--- src/hdl/esc_pkg.sv ---
// Shared types and constants for the environment sensor compensation pipeline.
package esc_pkg;

  typedef enum logic [2:0] {
    CFG_TEMP_ONE   = 3'd0,
    CFG_TEMP_TWO   = 3'd1,
    CFG_TEMP_THREE = 3'd2,
    CFG_HUM_ONE    = 3'd3,
    CFG_HUM_TWO    = 3'd4,
    CFG_HUM_LINEAR = 3'd5,
    CFG_HUM_SQUARE = 3'd6
  } cfg_idx_t;

  typedef struct packed {
    logic [15:0] t1;
    logic [15:0] t2;
    logic [7:0]  t3;
    logic [11:0] h1;
    logic [11:0] h2;
    logic [23:0] hlin;
    logic [15:0] hsq;
  } cal_t;

  localparam int TEMP_LAT = 8;
  localparam int HUM_LAT  = 20;
  localparam int PIPE_LAT = TEMP_LAT + HUM_LAT;

  localparam logic signed [14:0] TC_MIN = -15'sd4000;
  localparam logic signed [14:0] TC_MAX = 15'sd8500;
  localparam logic signed [31:0] TQ_MAX = 32'sd1426063360;
  localparam logic signed [31:0] TQ_MIN = -32'sd671088640;
  localparam logic [38:0] Y_SAT_POS = 39'd7130316805;
  localparam logic [38:0] Y_SAT_NEG = 39'd3355443205;
  localparam logic [32:0] RECIP5    = 33'd6871947673;
  localparam logic [16:0] HM_MAX    = 17'd100000;

endpackage

--- src/hdl/esc_temp.sv ---
// Temperature compensation pipeline producing the output temperature and Q24 temperature.
module esc_temp (
  input  logic               clk,
  input  logic               en,
  input  esc_pkg::cal_t      cal,
  input  logic [19:0]        raw_t,
  output logic signed [14:0] tc,
  output logic signed [31:0] tq
);

  logic signed [15:0] t2;
  logic signed [7:0]  t3;
  logic signed [20:0] d_r, d_nxt;
  logic signed [36:0] dt2_r, dt2_nxt;
  logic signed [41:0] dd_full;
  logic [40:0]        dd_r;
  logic signed [52:0] a_r, a_nxt;
  logic signed [49:0] b_r, b_nxt;
  logic signed [53:0] n_r, n_nxt;
  logic [53:0]        an_r, an_nxt;
  logic               neg5_r, neg6_r, neg7_r;
  logic [56:0]        tsum;
  logic [54:0]        ysum;
  logic [38:0]        y;
  logic [18:0]        tcm_r;
  logic [32:0]        y6_r, y7_r;
  logic               sat_nxt, sat6_r, sat7_r;
  logic signed [19:0] tcs;
  logic signed [14:0] tc7_r, tc7_nxt, tc8_r;
  logic [65:0]        qprod;
  logic [30:0]        qest_r;
  logic [33:0]        rem;
  logic [31:0]        qfix;
  logic signed [31:0] tq_r, tq_nxt;

  assign t2 = cal.t2;
  assign t3 = cal.t3;

  assign d_nxt   = $signed({1'b0, raw_t}) - $signed({1'b0, cal.t1, 4'b0000});
  assign dt2_nxt = d_r * t2;
  assign dd_full = d_r * d_r;
  assign a_nxt   = $signed({dt2_r, 16'h0000});
  assign b_nxt   = $signed({1'b0, dd_r}) * t3;
  assign n_nxt   = 54'(a_r) + 54'(b_r);
  assign an_nxt  = n_r[53] ? 54'(-n_r) : 54'(n_r);

  assign tsum    = 57'({an_r, 2'b00}) + 57'(an_r) + 57'd137438953472;
  assign ysum    = 55'(an_r) + 55'd163840;
  assign y       = ysum[54:16];
  assign sat_nxt = neg5_r ? (y >= esc_pkg::Y_SAT_NEG) : (y >= esc_pkg::Y_SAT_POS);

  assign tcs     = neg6_r ? -$signed({1'b0, tcm_r}) : $signed({1'b0, tcm_r});
  assign tc7_nxt = (tcs < esc_pkg::TC_MIN) ? esc_pkg::TC_MIN :
                   (tcs > esc_pkg::TC_MAX) ? esc_pkg::TC_MAX : tcs[14:0];
  assign qprod   = 66'(y6_r) * 66'(esc_pkg::RECIP5);

  assign rem     = 34'(y7_r) - 34'({qest_r, 2'b00}) - 34'(qest_r);
  assign qfix    = (rem >= 34'd5) ? 32'(qest_r) + 32'd1 : 32'(qest_r);
  assign tq_nxt  = sat7_r ? (neg7_r ? esc_pkg::TQ_MIN : esc_pkg::TQ_MAX) :
                   (neg7_r ? -$signed(qfix) : $signed(qfix));

  assign tc = tc8_r;
  assign tq = tq_r;

  always_ff @(posedge clk) begin
    if (en) begin
      d_r    <= d_nxt;
      dt2_r  <= dt2_nxt;
      dd_r   <= dd_full[40:0];
      a_r    <= a_nxt;
      b_r    <= b_nxt;
      n_r    <= n_nxt;
      an_r   <= an_nxt;
      neg5_r <= n_r[53];
      tcm_r  <= tsum[56:38];
      y6_r   <= y[32:0];
      sat6_r <= sat_nxt;
      neg6_r <= neg5_r;
      tc7_r  <= tc7_nxt;
      qest_r <= qprod[65:35];
      y7_r   <= y6_r;
      sat7_r <= sat6_r;
      neg7_r <= neg6_r;
      tq_r   <= tq_nxt;
      tc8_r  <= tc7_r;
    end
  end

endmodule

--- config.mk ---
export PLATFORM = sky130hd
export DESIGN_NAME = esc_temp
export DESIGN_NICKNAME = d
export VERILOG_FILES = /design/src/hdl/esc_pkg.sv /design/src/hdl/esc_temp.sv
export SDC_FILE = /design/constraint.sdc
export NUM_CORES = 2
export LEC_CHECK = 0
export BUFFER_PORTS_ARGS = -buffer_cell sky130_fd_sc_hd__buf_4
export CAP_MARGIN = 15
export CORE_MARGIN = 3
export CORE_UTILIZATION = 50
export DETAILED_ROUTE_END_ITERATION = 8
export PLACE_DENSITY = 0.66
export SLEW_MARGIN = 20
export SYNTH_ARGS = -nofsm -noshare
export SYNTH_HDL_FRONTEND = slang
export SYNTH_SLANG_ARGS = --single-unit
--- constraint.sdc ---
create_clock -name clk -period 10.3 [get_ports clk]
set_input_delay 0.515 -clock clk [delete_from_list [all_inputs] [get_ports clk]]
set_output_delay 0.515 -clock clk [all_outputs]
set_load 0.02 [all_outputs]
=== Word level (Yosys, flattened, before mapping) ===
Index checks and enable logic that the tools add are counted.

* Register bits after elaboration: 477
* Input bits: 126
* Output and inout bits: 47
* Logic and storage cells: 50

* $add $sub $neg: 11
* $mul: 4
* Order comparisons: 5
* Mux-type cells: 8
* Reduce and logical (&&, ||, !) cells: 1

{| class="wikitable"
|+ Operators with widths
! cell !! count
|-
| $mux 32 || 4
|-
| $mul 33x33->66 const B || 1
|-
| $add 56x54->57 || 1
|-
| $add 57x38->57 const B || 1
|-
| $add 54x18->55 const B || 1
|-
| $add 53x50->54 || 1
|-
| $neg 54->54 || 1
|-
| $mux 53 || 1
|-
| $mul 42x8->50 || 1
|-
| $mul 21x21->41 || 1
|-
| $ge 39x32->1 const B || 1
|-
| $ge 39x33->1 const B || 1
|-
| $mul 21x16->37 || 1
|-
| $ge 34x3->1 const B || 1
|-
| $sub 33x33->34 || 1
|-
| $sub 34x31->34 || 1
|-
| $add 31x1->32 const B || 1
|-
| $neg 32->32 || 1
|-
| $sub 20x20->21 || 1
|-
| $gt 20x15->1 const B || 1
|-
| $lt 20x13->1 const B || 1
|-
| $mux 20 || 1
|-
| $neg 19->20 || 1
|-
| $mux 15 || 1
|-
| other kinds (2) || 2
|}

=== Logic depth before layout (Yosys ltp) ===
* Depth after elaboration: 7
* Depth in mapped cells: 33
* Mapped depth without buffers: 32

=== Worst setup path before layout ===
OpenSTA, ideal clock, no wires.

* Path kind: register -> register
* Start: register y6_r[7]
* End: register qest_r[30] (data pin)
* Library setup time: 0.260 ns
* Arrival: 7.972 ns
* Data required time: 10.040 ns
* Setup slack: 2.068 ns
* Cell stages (with the launch flop): 31
* Buffers on the path: 0
* Clock period less this slack: 8.232 ns
* Path through: edfxtp_1 -> ha_1 -> inv_1 -> fa_1 -> inv_1 -> fa_1 -> inv_1 -> fa_1 -> inv_1 -> fa_1 -> fa_1 -> fa_1 -> inv_1 -> fa_1 -> inv_1 -> ha_1 -> nand4_1 -> nor4_1 -> o211ai_1 -> a311oi_1 -> or3_1 -> nor2_1 -> o31ai_1 -> a211o_1 -> and3_1 -> a311oi_1 -> nor3_1 -> a41o_1 -> o21a_1 -> nor2_1 -> xnor2_1

* Word-level cells in the longest chain between the ends: 1

{| class="wikitable"
|+ Ends and longest elaborated chain
! element !! RTL line !! text
|-
| start, declared || esc_temp.sv:26 || <nowiki>logic [32:0] y6_r, y7_r;</nowiki>
|-
| start signal, assigned || esc_temp.sv:76 || <nowiki>y6_r <= y[32:0];</nowiki>
|-
| $mul 33x33->66 || esc_temp.sv:55 || <nowiki>assign qprod = 66'(y6_r) * 66'(esc_pkg::RECIP5);</nowiki>
|-
| via qprod[65] || esc_temp.sv:30 || <nowiki>logic [65:0] qprod;</nowiki>
|-
| end signal, assigned || esc_temp.sv:80 || <nowiki>qest_r <= qprod[65:35];</nowiki>
|-
| end, declared || esc_temp.sv:31 || <nowiki>logic [30:0] qest_r;</nowiki>
|}

The timed path passes the listed nets, and every way through them passes these cells.
A chain may end at the register's enable or synchronous reset.

=== Final worst setup path ===
* Start: register y6_r[13]
* End: register qest_r[30] (data pin)

Same word-level chain as after synthesis.

==> impl_metrics.toml <==
[route]
wl_per_cell_um = 19.4
drt_wl_total_um = 199000
top_layer = "met5"
viasPerCell = 5.30
ant_nets = 0
dr.pass1.iters = 7
drcViolationCount = 0
wl_met3_um = 9020
drt-met1-wl_um = 80700
wl_met2_um = 101000
drtIter0Drc = 3165
dr_total_vias = 54400

[worst_hold_path]
hp-class = "in -> reg"
min_path_cells = 3

[synth]
syn-instance-count = 8066
yosysTopAreaCellShare = 0.356
synth_seq_cells = 476
synth_area_leaders = "fa_1, edfxtp_1, ha_1"
synth_top_cell_by_area = "fa_1"
synth_seq_area_share = 0.178
synth_ff_type = "edfxtp_1"
synth_edf_count = 476
yosysUniqueCellTypes = 99
synth_area_um2 = 80500
synthArstFlopShare = 0
synth_nets = 10500
ys_warn_count = 0
syn-mean-instance-area_um2 = 9.98

[finish]
layout.nets = 10500
layout_commonest_cell = "inv_1"
fillCellCount = 14100
layout-drive-gt1-share = 0.0389
area_growth_syn_to_layout_pct = 6.47
final_cell_mix = "inv_1, fa_1, ha_1, nand2_1, edfxtp_1"

[critical_path]
critPathCaptureType = "flop"
r2r_cells = 31
start_kind = "flop"
cp_data_required_time_ns = 10.72
critPathMaxStageDelay_ns = 0.57
path_class = "reg -> reg"
cp.arrival_ns = 9.81
crit_slowest_cell = "edfxtp_1"
crit_path_frequent_cell = "fa_1"
crit_path_max_fanout = 6

[timing]
period_share = 0.911
fin_setup_tns_ns = 0
period_needed_ns = 9.39
clock.fmax_mhz = 107
rsz0062_at_grt = "false"
fin_skew_ns = 0.0538
drv_slew = 0
hold_violations = 0
setup_viol = 0
worst_pin_slew_ns = 1.06
max_slew_margin = 0.296
worst_slack_ns = 0.914

[clocking]
cts_buffers = 59
clk_pin_slew_worst_paths_ns = 0.09
postCtsSetupBuffers = 0
cts_tree = "done"
clk-insertion-delay-late_ns = 0.70
cts.sinks = 476
cts.htree.levels = 2
cts_root_buf = "clkbuf_16"
cts_buffer_depth = 3

[place]
port_buffers = 108
dpl.hpwl_um = 166000
place_congestion = 0.964
pre_cts_ws_ns = 0.974

[global_route]
grt_pass1_vias = 59000
grt_max_degree = 127
antenna_found_initial = 4
overflow = 0
track_usage = 0.246
grt_pass1_wl_um = 322000

[floorplanning]
die_area_um2 = 166000
rows = 146
io_pins = 173
floorplan.initialDensity = 0.506
core_area_um2 = 159000
dieHeight_um = 407
chipWidth_um = 407

[run_status]
run_status = "finished clean"

[flow_run]
drv_cap = 0
## worst paths after layout
| path | from | end | slack [ns] |
|---|---|---|---|
| max | y6_r[13]$_DFFE_PP_ | qest_r[30]$_DFFE_PP_ | 0.91 |
| min | cal[88] | d_r[4]$_DFFE_PP_ | 0.19 |
| max reg2reg | y6_r[13]$_DFFE_PP_ | qest_r[30]$_DFFE_PP_ | 0.91 |
| min reg2reg | tc7_r[8]$_SDFFCE_PP0P_ | tc[8]$_DFFE_PP_ | 0.41 |
## layout make-up
| class | instances | area [µm²] | share of cell area |
|---|---|---|---|
| Sequential cell | 476 | 14300 | 0.167 |
| Inverter | 2036 | 7640 | 0.0891 |
| Antenna cell | 1 | 2.50 | 0.0000292 |
| Multi-Input combinational cell | 5348 | 57800 | 0.674 |
| Timing Repair Buffer | 159 | 1250 | 0.0146 |
| Clock inverter | 48 | 582 | 0.00679 |
| Tap cell | 2146 | 2690 | 0.0313 |
| Clock buffer | 64 | 1520 | 0.0177 |
## kinds of logic after synthesis
kind of cell	count (synthesis)	synth area share
other	2	0.0000933
buffers and inverters	2242	0.105
and+or+nand+nor	1800	0.111
AOI/OAI and AO/OA	845	0.0702
muxes	21	0.00275
DFF	476	0.178
adders and majority gates	2315	0.493
xor gates and xnor gates	365	0.0397
## worst max-delay path, delay by kind of cell, from the launching register on
family,cells,cell delay (ns)
buffers and inverters,7,0.69
adder cells (fa/ha/maj),9,4.43
XOR/XNOR,1,0.07
flip-flops,1,0.57
AND/OR/NAND/NOR,5,1.23
AO/OA/AOI/OAI,9,2.14
## cell usage after synthesis (14+ instances only)
cell      instances
o41ai_1          16
a21oi_1         219
nand2_1         578
o211ai_1         17
nor2_1          302
or3_1            31
xnor2_1         278
a211oi_1         20
o21bai_1         25
nand4_1          33
mux2i_1          14
o21a_1           50
nor2b_1          40
a31oi_1          28
or2_2            15
nor4_1           23
or4_1            20
o21ai_0         156
and3_1           33
clkbuf_1        181
buf_2            17
nand3_1          89
o31ai_1          34
edfxtp_1        476
ha_1            884
nor3_1           80
xor2_1           87
fa_1           1431
nand2b_1         88
a21o_1          116
and2_1          427
inv_1          2034
## flip-flops by register name (all words and copies together) (netlist names), 15 cells and up
register  count
tq           32
tcm_r        19
a_r          37
tc7_r        15
d_r          21
b_r          50
dt2_r        37
qest_r       31
dd_r         40
n_r          54
y6_r         33
y7_r         33
an_r         54
tc           15
## metal layers
metal,vias to the layer above,track usage
met4,2,0.0964
li1,25200,-
met1,27600,0.311
met2,1318,0.437
met3,346,0.0235
met5,-,0
## repair_timing
item,4_1_cts,5_1_grt
hold buffers,4,0
resized for setup,0,0
hold endpoints to repair,4,0
## stage by stage
step	std cells	utilization	hold slack [ns]	instance area [µm²]
after detailed placement	10200	0.525	0.405	83600
after CTS	10300	0.539	0.143	85700
after global routing	10300	0.539	0.190	85700
after floorplan	8066	-	0.400	80500
after global placement	10200	0.525	0.401	83600
final	10300	0.539	0.189	85700
Power is left out: the tool's default activity adds up to more than one toggle a clock period on the data nets, which glitch-free logic cannot reach.
